<file path="config.mk">
export PLATFORM = sky130hd
export DESIGN_NAME = nerve_stim_slew_filter_core
export DESIGN_NICKNAME = d
export VERILOG_FILES = /design/src/sv/nssf_pkg.sv /design/src/sv/nerve_stim_slew_filter_core.sv
export SDC_FILE = /design/constraint.sdc
export NUM_CORES = 2
export LEC_CHECK = 0
export ABC_AREA = 1
export BUFFER_PORTS_ARGS = -buffer_cell sky130_fd_sc_hd__buf_2
export CAP_MARGIN = 20
export CORE_UTILIZATION = 40
export CTS_BUF_LIST = sky130_fd_sc_hd__clkbuf_4 sky130_fd_sc_hd__clkbuf_8 sky130_fd_sc_hd__clkbuf_16
export DETAILED_ROUTE_END_ITERATION = 10
export PLACE_DENSITY = 0.59
export RECOVER_POWER = 50
export SLEW_MARGIN = 40
export SYNTH_ARGS = -nofsm -noshare
export SYNTH_HDL_FRONTEND = slang
export SYNTH_SLANG_ARGS = --single-unit
</file>
<file path="constraint.sdc">
create_clock -name aclk -period 32.1 [get_ports aclk]
set_clock_uncertainty 0.1 [all_clocks]
set_input_delay 6.42 -clock aclk [delete_from_list [all_inputs] [get_ports aclk]]
set_output_delay 6.42 -clock aclk [all_outputs]
set_load 0.05 [all_outputs]
</file>
<file path="src/sv/nssf_pkg.sv">
// Shared types, register indexes and arithmetic constants of the slew filter.
package nssf_pkg;

    // Field and register widths
    localparam int SAMPLE_W   = 24;
    localparam int TERM_W     = 48;
    localparam int INV_W      = 20;
    localparam int ALPHA_W    = 19;
    localparam int GAIN_W     = 24;
    localparam int CFG_IDX_W  = 8;
    localparam int CFG_DATA_W = 32;

    // Internal widths
    localparam int DIFF_W  = SAMPLE_W + 1;   // sample difference
    localparam int SLEW_W  = 45;             // |slew| < 2^44
    localparam int MUL_A_W = SLEW_W + 1;     // multiplier operand A, signed
    localparam int MUL_B_W = GAIN_W + 1;     // multiplier operand B, signed
    localparam int MUL_P_W = MUL_A_W + MUL_B_W;
    localparam int PROD_W  = 64;             // every product fits here
    localparam int FRAC_W  = 18;             // alpha fraction bits
    localparam int GFRAC_W = 16;             // gain fraction bits
    localparam int HI_W    = 53;             // |f|[44:16] * gain
    localparam int SUM_W   = HI_W + 1;

    localparam logic [ALPHA_W-1:0] ALPHA_ONE = ALPHA_W'(1 << FRAC_W);

    // Configuration register indexes
    localparam logic [CFG_IDX_W-1:0] REG_INV_STEP_RATE = CFG_IDX_W'(0);
    localparam logic [CFG_IDX_W-1:0] REG_ALPHA_FAST    = CFG_IDX_W'(1);
    localparam logic [CFG_IDX_W-1:0] REG_ALPHA_MAG     = CFG_IDX_W'(2);
    localparam logic [CFG_IDX_W-1:0] REG_ALPHA_THIRD   = CFG_IDX_W'(3);
    localparam logic [CFG_IDX_W-1:0] REG_GAIN_FAST     = CFG_IDX_W'(4);
    localparam logic [CFG_IDX_W-1:0] REG_GAIN_MAG      = CFG_IDX_W'(5);
    localparam logic [CFG_IDX_W-1:0] REG_GAIN_THIRD    = CFG_IDX_W'(6);
    localparam logic [CFG_IDX_W-1:0] REG_ABS_MODE      = CFG_IDX_W'(7);

    // Filter lane indexes
    localparam logic [1:0] FLT_FAST  = 2'd0;
    localparam logic [1:0] FLT_MAG   = 2'd1;
    localparam logic [1:0] FLT_THIRD = 2'd2;

    typedef struct packed {
        logic signed [SAMPLE_W-1:0] grad_sample;
        logic                       first_of_wave;
    } in_item_t;

    typedef struct packed {
        logic signed [TERM_W-1:0] term_fast;
        logic signed [TERM_W-1:0] term_mag;
        logic signed [TERM_W-1:0] term_third;
    } out_item_t;

endpackage

</file>
<file path="src/sv/nerve_stim_slew_filter_core.sv">
// Slew-rate nerve stimulation filter for one gradient axis, shared-multiplier core.
// Words are processed one at a time; a new input is taken only in the idle state.
// All ten products (slew, three filter updates, two partial products per scaled
//   term) go through one 46x25 multiplier.
// A finished word waits in the output register; the next input is taken meanwhile.
// Reset (aresetn low, synchronous): abs_mode = 1; other config registers, history, m_valid zero.
module nerve_stim_slew_filter_core (
    input  logic                                 aclk,
    input  logic                                 aresetn,
    // input words
    input  logic                                 s_valid,
    output logic                                 s_ready,
    input  nssf_pkg::in_item_t                   s_data,
    // result words
    output logic                                 m_valid,
    input  logic                                 m_ready,
    output nssf_pkg::out_item_t                  m_data,
    // register writes
    input  logic                                 cfg_valid,
    output logic                                 cfg_ready,
    input  logic [nssf_pkg::CFG_IDX_W-1:0]       cfg_index,
    input  logic [nssf_pkg::CFG_DATA_W-1:0]      cfg_data
);
    import nssf_pkg::*;

    // Sequencer: slew product, three filter updates (multiply then
    // accumulate), three scaled terms (high product, low product, sum).
    typedef enum logic [7:0] {
        ST_IDLE = 8'b0000_0001,
        ST_SLEW = 8'b0000_0010,
        ST_FMUL = 8'b0000_0100,
        ST_FACC = 8'b0000_1000,
        ST_THI  = 8'b0001_0000,
        ST_TLO  = 8'b0010_0000,
        ST_TSUM = 8'b0100_0000,
        ST_OUT  = 8'b1000_0000
    } state_t;

    state_t state_reg, state_next;
    logic [1:0] idx_reg, idx_next;

    // Configuration registers
    logic [INV_W-1:0]   inv_step_rate_reg;
    logic [ALPHA_W-1:0] alpha_fast_reg, alpha_mag_reg, alpha_third_reg;
    logic [GAIN_W-1:0]  gain_fast_reg, gain_mag_reg, gain_third_reg;
    logic               abs_mode_reg;

    // Per-axis state and working registers
    logic signed [SAMPLE_W-1:0] prev_reg;
    logic signed [SLEW_W-1:0]   filt_reg [3];
    logic signed [DIFF_W-1:0]   diff_reg;
    logic signed [SLEW_W-1:0]   slew_reg;
    logic signed [PROD_W-1:0]   prod_reg;
    logic [HI_W-1:0]            hi_reg;
    logic signed [TERM_W-1:0]   term_reg [3];
    out_item_t                  out_reg;
    logic                       out_valid_reg;

    logic in_fire;
    assign s_ready   = (state_reg == ST_IDLE);
    assign in_fire   = s_valid && s_ready;
    assign cfg_ready = 1'b1;
    assign m_valid   = out_valid_reg;
    assign m_data    = out_reg;

    // ---------------------------------------------------------------
    // Per-lane selection
    // ---------------------------------------------------------------
    logic [ALPHA_W-1:0]       alpha_raw, alpha_sel;
    logic [GAIN_W-1:0]        gain_sel;
    logic signed [SLEW_W-1:0] filt_cur;
    logic [SLEW_W-1:0]        slew_abs, filt_abs;
    logic signed [MUL_A_W-1:0] x_sel, x_minus_f;

    always_comb begin
        case (idx_reg)
            FLT_FAST: begin
                alpha_raw = alpha_fast_reg;
                gain_sel  = gain_fast_reg;
            end
            FLT_MAG: begin
                alpha_raw = alpha_mag_reg;
                gain_sel  = gain_mag_reg;
            end
            default: begin
                alpha_raw = alpha_third_reg;
                gain_sel  = gain_third_reg;
            end
        endcase
    end

    // alpha above one acts as one
    assign alpha_sel = (alpha_raw > ALPHA_ONE) ? ALPHA_ONE : alpha_raw;
    assign filt_cur  = filt_reg[idx_reg];
    assign slew_abs  = slew_reg[SLEW_W-1] ? SLEW_W'(-slew_reg) : SLEW_W'(slew_reg);
    assign filt_abs  = filt_cur[SLEW_W-1] ? SLEW_W'(-filt_cur) : SLEW_W'(filt_cur);
    assign x_sel     = (idx_reg == FLT_MAG) ? $signed({1'b0, slew_abs})
                                            : MUL_A_W'(slew_reg);
    assign x_minus_f = x_sel - MUL_A_W'(filt_cur);

    // ---------------------------------------------------------------
    // Shared multiplier
    // ---------------------------------------------------------------
    logic signed [MUL_A_W-1:0] mul_a;
    logic signed [MUL_B_W-1:0] mul_b;
    logic signed [MUL_P_W-1:0] mul_p;

    always_comb begin
        case (state_reg)
            ST_SLEW: begin
                mul_a = MUL_A_W'(diff_reg);
                mul_b = $signed(MUL_B_W'(inv_step_rate_reg));
            end
            ST_FMUL: begin
                mul_a = x_minus_f;
                mul_b = $signed(MUL_B_W'(alpha_sel));
            end
            ST_THI: begin
                mul_a = $signed(MUL_A_W'(filt_abs[SLEW_W-1:GFRAC_W]));
                mul_b = $signed(MUL_B_W'(gain_sel));
            end
            ST_TLO: begin
                mul_a = $signed(MUL_A_W'(filt_abs[GFRAC_W-1:0]));
                mul_b = $signed(MUL_B_W'(gain_sel));
            end
            default: begin
                mul_a = '0;
                mul_b = '0;
            end
        endcase
    end

    assign mul_p = mul_a * mul_b;

    // Filter update: f + floor((alpha*(x - f) + half) / 2^18)
    logic signed [PROD_W-1:0] prod_rnd;
    logic signed [SLEW_W-1:0] filt_new;
    assign prod_rnd = (prod_reg + PROD_W'(1 << (FRAC_W - 1))) >>> FRAC_W;
    assign filt_new = filt_cur + SLEW_W'(prod_rnd);

    // Term: round the low partial product, add, saturate, apply sign
    logic [GFRAC_W+GAIN_W:0]  lo_rnd;
    logic [SUM_W-1:0]         mag_sum;
    logic [TERM_W-2:0]        mag_sat;
    logic                     term_neg;
    logic signed [TERM_W-1:0] term_new;

    assign lo_rnd  = prod_reg[GFRAC_W+GAIN_W-1:0] + (GFRAC_W+GAIN_W+1)'(1 << (GFRAC_W - 1));
    assign mag_sum = SUM_W'(hi_reg) + SUM_W'(lo_rnd[GFRAC_W+GAIN_W:GFRAC_W]);
    assign mag_sat = (|mag_sum[SUM_W-1:TERM_W-1]) ? '1 : mag_sum[TERM_W-2:0];
    // outside abs mode, term two follows the slew sign, the others their filter's sign
    assign term_neg = !abs_mode_reg &&
                      ((idx_reg == FLT_MAG) ? slew_reg[SLEW_W-1] : filt_cur[SLEW_W-1]);
    assign term_new = term_neg ? -$signed({1'b0, mag_sat}) : $signed({1'b0, mag_sat});

    // ---------------------------------------------------------------
    // Sequencer
    // ---------------------------------------------------------------
    always_comb begin
        state_next = state_reg;
        idx_next   = idx_reg;
        case (state_reg)
            ST_IDLE: begin
                if (in_fire) begin
                    state_next = ST_SLEW;
                end
            end
            ST_SLEW: begin
                idx_next   = FLT_FAST;
                state_next = ST_FMUL;
            end
            ST_FMUL: state_next = ST_FACC;
            ST_FACC: begin
                if (idx_reg == FLT_THIRD) begin
                    idx_next   = FLT_FAST;
                    state_next = ST_THI;
                end else begin
                    idx_next   = idx_reg + 2'd1;
                    state_next = ST_FMUL;
                end
            end
            ST_THI: state_next = ST_TLO;
            ST_TLO: state_next = ST_TSUM;
            ST_TSUM: begin
                if (idx_reg == FLT_THIRD) begin
                    state_next = ST_OUT;
                end else begin
                    idx_next   = idx_reg + 2'd1;
                    state_next = ST_THI;
                end
            end
            ST_OUT: begin
                // output register free or emptying this cycle
                if (!out_valid_reg || m_ready) begin
                    state_next = ST_IDLE;
                end
            end
            default: state_next = ST_IDLE;
        endcase
    end

    always_ff @(posedge aclk) begin
        if (!aresetn) begin
            state_reg <= ST_IDLE;
            idx_reg   <= FLT_FAST;
        end else begin
            state_reg <= state_next;
            idx_reg   <= idx_next;
        end
    end

    // ---------------------------------------------------------------
    // Configuration registers
    // ---------------------------------------------------------------
    always_ff @(posedge aclk) begin
        if (!aresetn) begin
            inv_step_rate_reg <= '0;
            alpha_fast_reg    <= '0;
            alpha_mag_reg     <= '0;
            alpha_third_reg   <= '0;
            gain_fast_reg     <= '0;
            gain_mag_reg      <= '0;
            gain_third_reg    <= '0;
            abs_mode_reg      <= 1'b1;
        end else if (cfg_valid && cfg_ready) begin
            case (cfg_index)
                REG_INV_STEP_RATE: inv_step_rate_reg <= cfg_data[INV_W-1:0];
                REG_ALPHA_FAST:    alpha_fast_reg    <= cfg_data[ALPHA_W-1:0];
                REG_ALPHA_MAG:     alpha_mag_reg     <= cfg_data[ALPHA_W-1:0];
                REG_ALPHA_THIRD:   alpha_third_reg   <= cfg_data[ALPHA_W-1:0];
                REG_GAIN_FAST:     gain_fast_reg     <= cfg_data[GAIN_W-1:0];
                REG_GAIN_MAG:      gain_mag_reg      <= cfg_data[GAIN_W-1:0];
                REG_GAIN_THIRD:    gain_third_reg    <= cfg_data[GAIN_W-1:0];
                REG_ABS_MODE:      abs_mode_reg      <= cfg_data[0];
                default: ;
            endcase
        end
    end

    // ---------------------------------------------------------------
    // Axis state: previous sample and filter states
    // ---------------------------------------------------------------
    always_ff @(posedge aclk) begin
        if (!aresetn) begin
            prev_reg <= '0;
            for (int i = 0; i < 3; i++) begin
                filt_reg[i] <= '0;
            end
        end else if (in_fire) begin
            prev_reg <= s_data.grad_sample;
            // new waveform: filters restart from zero
            if (s_data.first_of_wave) begin
                for (int i = 0; i < 3; i++) begin
                    filt_reg[i] <= '0;
                end
            end
        end else if (state_reg == ST_FACC) begin
            filt_reg[idx_reg] <= filt_new;
        end
    end

    // ---------------------------------------------------------------
    // Datapath working registers
    // ---------------------------------------------------------------
    always_ff @(posedge aclk) begin
        if (in_fire) begin
            diff_reg <= DIFF_W'(s_data.grad_sample) -
                        (s_data.first_of_wave ? DIFF_W'(0) : DIFF_W'(prev_reg));
        end
        case (state_reg)
            ST_SLEW: slew_reg <= mul_p[SLEW_W-1:0];
            ST_FMUL: prod_reg <= mul_p[PROD_W-1:0];
            ST_THI:  prod_reg <= mul_p[PROD_W-1:0];
            ST_TLO: begin
                hi_reg   <= prod_reg[HI_W-1:0];
                prod_reg <= mul_p[PROD_W-1:0];
            end
            ST_TSUM: term_reg[idx_reg] <= term_new;
            default: ;
        endcase
    end

    // ---------------------------------------------------------------
    // Output register
    // ---------------------------------------------------------------
    logic out_load;
    assign out_load = (state_reg == ST_OUT) && (!out_valid_reg || m_ready);

    always_ff @(posedge aclk) begin
        if (!aresetn) begin
            out_valid_reg <= 1'b0;
        end else if (out_load) begin
            out_valid_reg <= 1'b1;
        end else if (m_ready) begin
            out_valid_reg <= 1'b0;
        end
    end

    always_ff @(posedge aclk) begin
        if (out_load) begin
            out_reg.term_fast  <= term_reg[FLT_FAST];
            out_reg.term_mag   <= term_reg[FLT_MAG];
            out_reg.term_third <= term_reg[FLT_THIRD];
        end
    end

endmodule
</file>
* After elaboration in Yosys (flattened, before gate mapping)
Memory sizes are Yosys's and may differ from the RTL's. A register that Yosys moved wholly into a read port is not among the register bits.
Index checks and enable logic that the tools add are counted.
** Storage, ports and cells
- Register bits after elaboration :: 371
- Bits in latches :: 0
- Memory bits (writable) :: 279
- ROM bits :: 0
- Output and inout port bits :: 147
- Logic and storage cells :: 118
- Memories kept :: 2
** Memory list
- term_reg :: words 3, bits a word 48, rd ports 3, clocked after Yosys merged registers in 3, write ports 1, line nerve_stim_slew_filter_core.sv:55 : logic signed [TERM_W-1:0] term_reg [3];
- filt_reg :: words 3, bits a word 45, rd ports 1, clocked after Yosys merged registers in 1, write ports 3, line nerve_stim_slew_filter_core.sv:50 : logic signed [SLEW_W-1:0] filt_reg [3];
** Operators by class
- Add/subtract/negate cells :: 10
- Multiply operators :: 1
- Divide/modulo/power cells :: 0
- $lt $le $gt $ge :: 1
- Equal/unequal tests :: 20
- Shift operators :: 0
- Multiplexer cells :: 41
- Bitwise gates (word level) :: 3
- Reduce and logical (&&, ||, !) cells :: 24
** Operators by type and width (count)
- $mux W45 :: 6
- $pmux W46 S4 :: 1
- $neg A45 Y45 :: 2
- $pmux W24 S3 :: 1
- $pmux W8 S8 :: 1
- $add A63 B19 Y63 const B :: 1
- $mul A46 B25 Y63 :: 1
- $add A53 B25 Y54 :: 1
- $mux W48 :: 1
- $neg A47 Y48 :: 1
- $pmux W24 S2 :: 1
- $mux W47 :: 1
- $mux W46 :: 1
- $sub A46 B45 Y46 :: 1
- $add A45 B45 Y45 :: 1
- $reduce_or A45 Y1 :: 1
- $add A40 B16 Y41 const B :: 1
- $eq A8 B3 Y1 const B :: 5
- $pmux W19 S2 :: 1
- $mux W25 :: 1
- $sub A24 B25 Y25 :: 1
- $eq A8 B2 Y1 const B :: 3
- $mux W8 :: 3
- $reduce_and A2 Y1 :: 10
- 28 further kinds :: 53

* Longest topological paths before layout
- Word-level depth :: 7
- Mapped depth :: 60
- Depth with buffers taken out :: 59

* Worst setup path before layout
OpenSTA, ideal clock, no wires.
- Path type :: input port to flip-flop
- Start :: in m_ready
- End :: reg m_data[0] (netlist name)
- Library setup time :: 649 ps
- Data arrival time :: 12447 ps
- Required time :: 31351 ps
- Slack :: 18904 ps
- Stages :: 2
- Cells stage by stage :: nor2_1 > nor2_1
** Between the ends
- Cells in the longest elaborated chain, start to end :: 2
** Ends and longest elaborated chain
- from (decl) :: line nerve_stim_slew_filter_core.sv:16 : input logic m_ready,
- $logic_or A1 B1 Y1 :: line nerve_stim_slew_filter_core.sv:287 : assign out_load = (state_reg == ST_OUT) && (!out_valid_reg || m_ready);
- $logic_and A1 B1 Y1 :: line nerve_stim_slew_filter_core.sv:287
- net out_load :: line nerve_stim_slew_filter_core.sv:286 : logic out_load;
The timed path passes the listed nets, and every way through them passes these cells.
A chain may end at the register's enable or synchronous reset.

==> impl_summary.txt <==
----------------------------------------------------
[Outcome]
  Status ... finished with violations
  Failing checks ... max-capacitance violations, max-slew violations

[GRT]
  Largest net degree at the start of global routing ... 150
  Global-route wire length before repair ... 398.6 mm
  Total global-route track usage ... 0.2644
  Total overflow reported by the global router ... 0
  Vias in the first global route ... 65,420
  Initial antenna violation count ... 7

[Synthesis]
  Post-synthesis instance area ... 79,580 um2
  Cell type contributing the most total cell area after synthesis ... fa_1
  Post-synthesis sequential element count ... 841
  Number of flops mapped to enable cells by yosys ... 654
  Area fraction in compound gates after synthesis ... 0.07518
  FFs w/ async S/R, synth ... 0
  Adder and majority cell fraction of the synthesized area ... 0.3049
  Cells taking the most area after synthesis ... fa_1, edfxtp_1, nand2_1
  Synth unique cells ... 68
  Sequential share of the synthesized area ... 0.2938
  Basic-gate share of the synthesized area counting and, or, nand and nor cells ... 0.1827
  Ys Warns ... 0
  Syn_area_per_cell ... 8.500 um2
  Most instantiated library cell after synthesis ... nand2_1
  Yosys top cell area share ... 0.2556
  Proportion of synthesized area in mux cells ... 0.0002516
  Ranking of synthesized cells by instance count ... nand2_1, inv_1, nor2_1, fa_1, edfxtp_1
  Synthesized instance count ... 9,363
  Combinational family with the most area after synthesis ... adder cells
  Xor and xnor area share after synthesis ... 0.03588
  Prevailing post-synth register cell ... edfxtp_1

[Clocking]
  CTS Hold Bufs ... 0
  Number of buffers created by CTS ... 90
  Clock root buffer ... clkbuf_16
  Number of levels the H-tree was split into ... 3
  Number of setup buffers added after CTS ... 0
  Clock insertion delay at the later pin of the skew report ... 0.74 ns
  Clock-pin slew on the worst setup and hold paths ... 0.06 ns
  TritonCTS clock tree ... built
  Sink count of the clock tree ... 841
  Count of instances resized after the clock tree is built ... 0
  Largest buffer count on any clock path ... 3

[Cells and area]
  Fraction of final layout cells sized beyond drive strength 1 ... 0.06190
  Footprint of the multi-input gates ... 47,910 um2
  Post-route cell area ... 86,910 um2
  Area growth, synth to finish ... 9.210%
  Post-layout net count ... 10,960
  Sequential standard cell area ... 23,380 um2
  Total of fill cells in the finished design ... 19,730
  Max FFs per register ... 180

[Drt]
  Number of nets still failing antenna checks after routing ... 0
  Average via count per standard cell ... 5.216
  Top metal layer carrying routed signals ... met5
  Met1 Wirelength ... 108.0 mm
  Met2 wire length ... 125.5 mm
  Detailed Routing Iterations Pass 1 ... 8
  Total wire length after detailed routing ... 264.1 mm
  First DRT Iteration DRCs ... 4,797
  DRC violation count after routing ... 0
  Avg WL per Cell ... 21.52 um
  Vias post-DR ... 64,010
  Routed met3 length ... 19.71 mm

[Worst setup path]
  Critical path's slowest cell ... clkinvlp_2
  Setup slack, reg-to-reg ... 16.39 ns
  Crit path largest cell delay ... 1.48 ns
  Critical path data required time ... 32.44 ns
  Crit Path Max Fanout ... 54
  Count of cells along the worst register-to-register path ... 47
  Kind of capture point of the worst setup path ... flop
  Worst setup path category ... flop to flop
  CP startpoint kind ... flop
  Cell mode on critical path ... inv_1
  Arrival time at the worst endpoint ... 16.05 ns
  Reg2reg end ... prod_reg[62]

[Min path]
  Worst hold start ... term_reg[1][21]
  Cell count of the worst hold path ... 0
  Worst Hold End ... m_data[69]
  Hold/Removal Path Class ... flop to flop

[Timing]
  Final Hold Fails ... 0
  Final setup TNS ... 0 ns
  Setup violators final ... 0
  Min Clock Period, post-route ... 15.71 ns
  RSZ-0062 raised after global routing ... no
  Share of the clock period used by the worst path ... 0.4895
  Fmax ... 63.65 MHz
  Transition time of the tightest slew-check pin ... 5.379 ns
  Max Slew Vio Count ... 936
  Worst rel slew slack ... -2.586

[Floorplan]
  Die Wd ... 448.0 um
  Die area ... 200,700 um2
  Initial cell density of the core ... 0.4031
  Count of pins on the block boundary ... 217
  Area inside the core boundary ... 197,400 um2
  Die Height ... 448.0 um
  Number of rows in the core area ... 163

[Placed design]
  Final RePlAce weighted congestion ... 0.9686
  Count of input and output buffers ... 207
  Sum of net half-perimeters after detailed placement ... 205.0 mm
  Post-place instance area ... 83,990 um2

[Run]
  Max-capacitance violation count ... 20

[Pwr]
  Total Power Consumption ... 3.016 mW
  Lkg Pwr ... 39.23 nW
  Cell Pwr Density ... 34.70 nW/um2
  Peak VDD IR ... 0.03947 mV

----------------------------------------------------
report_power, final:
part	leakage, nW	internal [mW]	switching, mW	total [mW]
clock network	1.51	0.626	0.451	1.08
logic	30.5	0.210	0.507	0.717
registers	7.24	1.21	0.0132	1.22
total	39.2	2.04	0.971	3.02
stage by stage:
| stage | utilization | instances | hold slack (ns) | worst slack, ns |
|---|---|---|---|---|
| after floorplan | - | 9408 | 0.3003 | 18.90 |
| after global placement | 0.4249 | 12100 | 0.3002 | 17.59 |
| after detailed placement | 0.4254 | 12100 | 0.3045 | 17.70 |
| after CTS | 0.4411 | 12270 | 0.3127 | 17.61 |
| after global routing | 0.4402 | 12270 | 0.3061 | 15.47 |
| final | 0.4402 | 12270 | 0.3145 | 16.39 |
critical path: cells and delay by family (launching register included):
kind,cells,cell delay [ns]
DFF,1,1.23
and+or+nand+nor,16,3.12
buffers and inverters,12,3.43
adders and majority gates,9,4.50
AOI/OAI and AO/OA,10,2.92
metal layers:
layer,GRT usage,up-vias
met5,0,-
met4,0.09659,4
met3,0.04585,536
met2,0.4478,2413
met1,0.3378,31730
li1,-,29330
area by class of cell:
cell class	instances	share of cell area
sequential	841	0.2690
timing repair buffer	352	0.02342
multi-input combinational	6361	0.5513
clock buffer	115	0.02912
clock inverter	50	0.006478
tap	2640	0.03801
inverter	1909	0.08253
antenna	4	0.0001152
kinds of logic (layout without fill, tap and decap cells):
kind of cell	Yosys count	after routing
fa+ha+maj	1330	1330
other cells	2	51
mux	2	2
buf+inv	2206	2426
flops	841	841
simple gates	3610	3610
xor+xnor	326	326
compound gates	1046	1046
cell usage in the layout, fill, tap and decap left out, drive strengths merged, types with 210 or more instances in the layout:
| master | instances |
|---|---|
| fa | 1016 |
| ha | 314 |
| buf | 326 |
| a21oi | 422 |
| nand3 | 235 |
| xor2 | 210 |
| o21ai | 353 |
| inv | 1891 |
| edfxtp | 654 |
| nor2 | 1175 |
| nand2 | 1960 |
worst max-delay path by stage:
stage | to | slack, ns | from | cells past startpoint
after floorplan | m_data[0] | 18.90 | m_ready | 2
after detailed placement | prod_reg[62] | 17.70 | slew_reg[0] | 53
after global placement | prod_reg[62] | 17.59 | slew_reg[0] | 53
final | prod_reg[62] | 16.39 | flop | 47
after global routing | prod_reg[62] | 15.47 | flop | 48
after CTS | prod_reg[62] | 17.61 | slew_reg[0] | 53
Power figures use the tool's default switching activity.
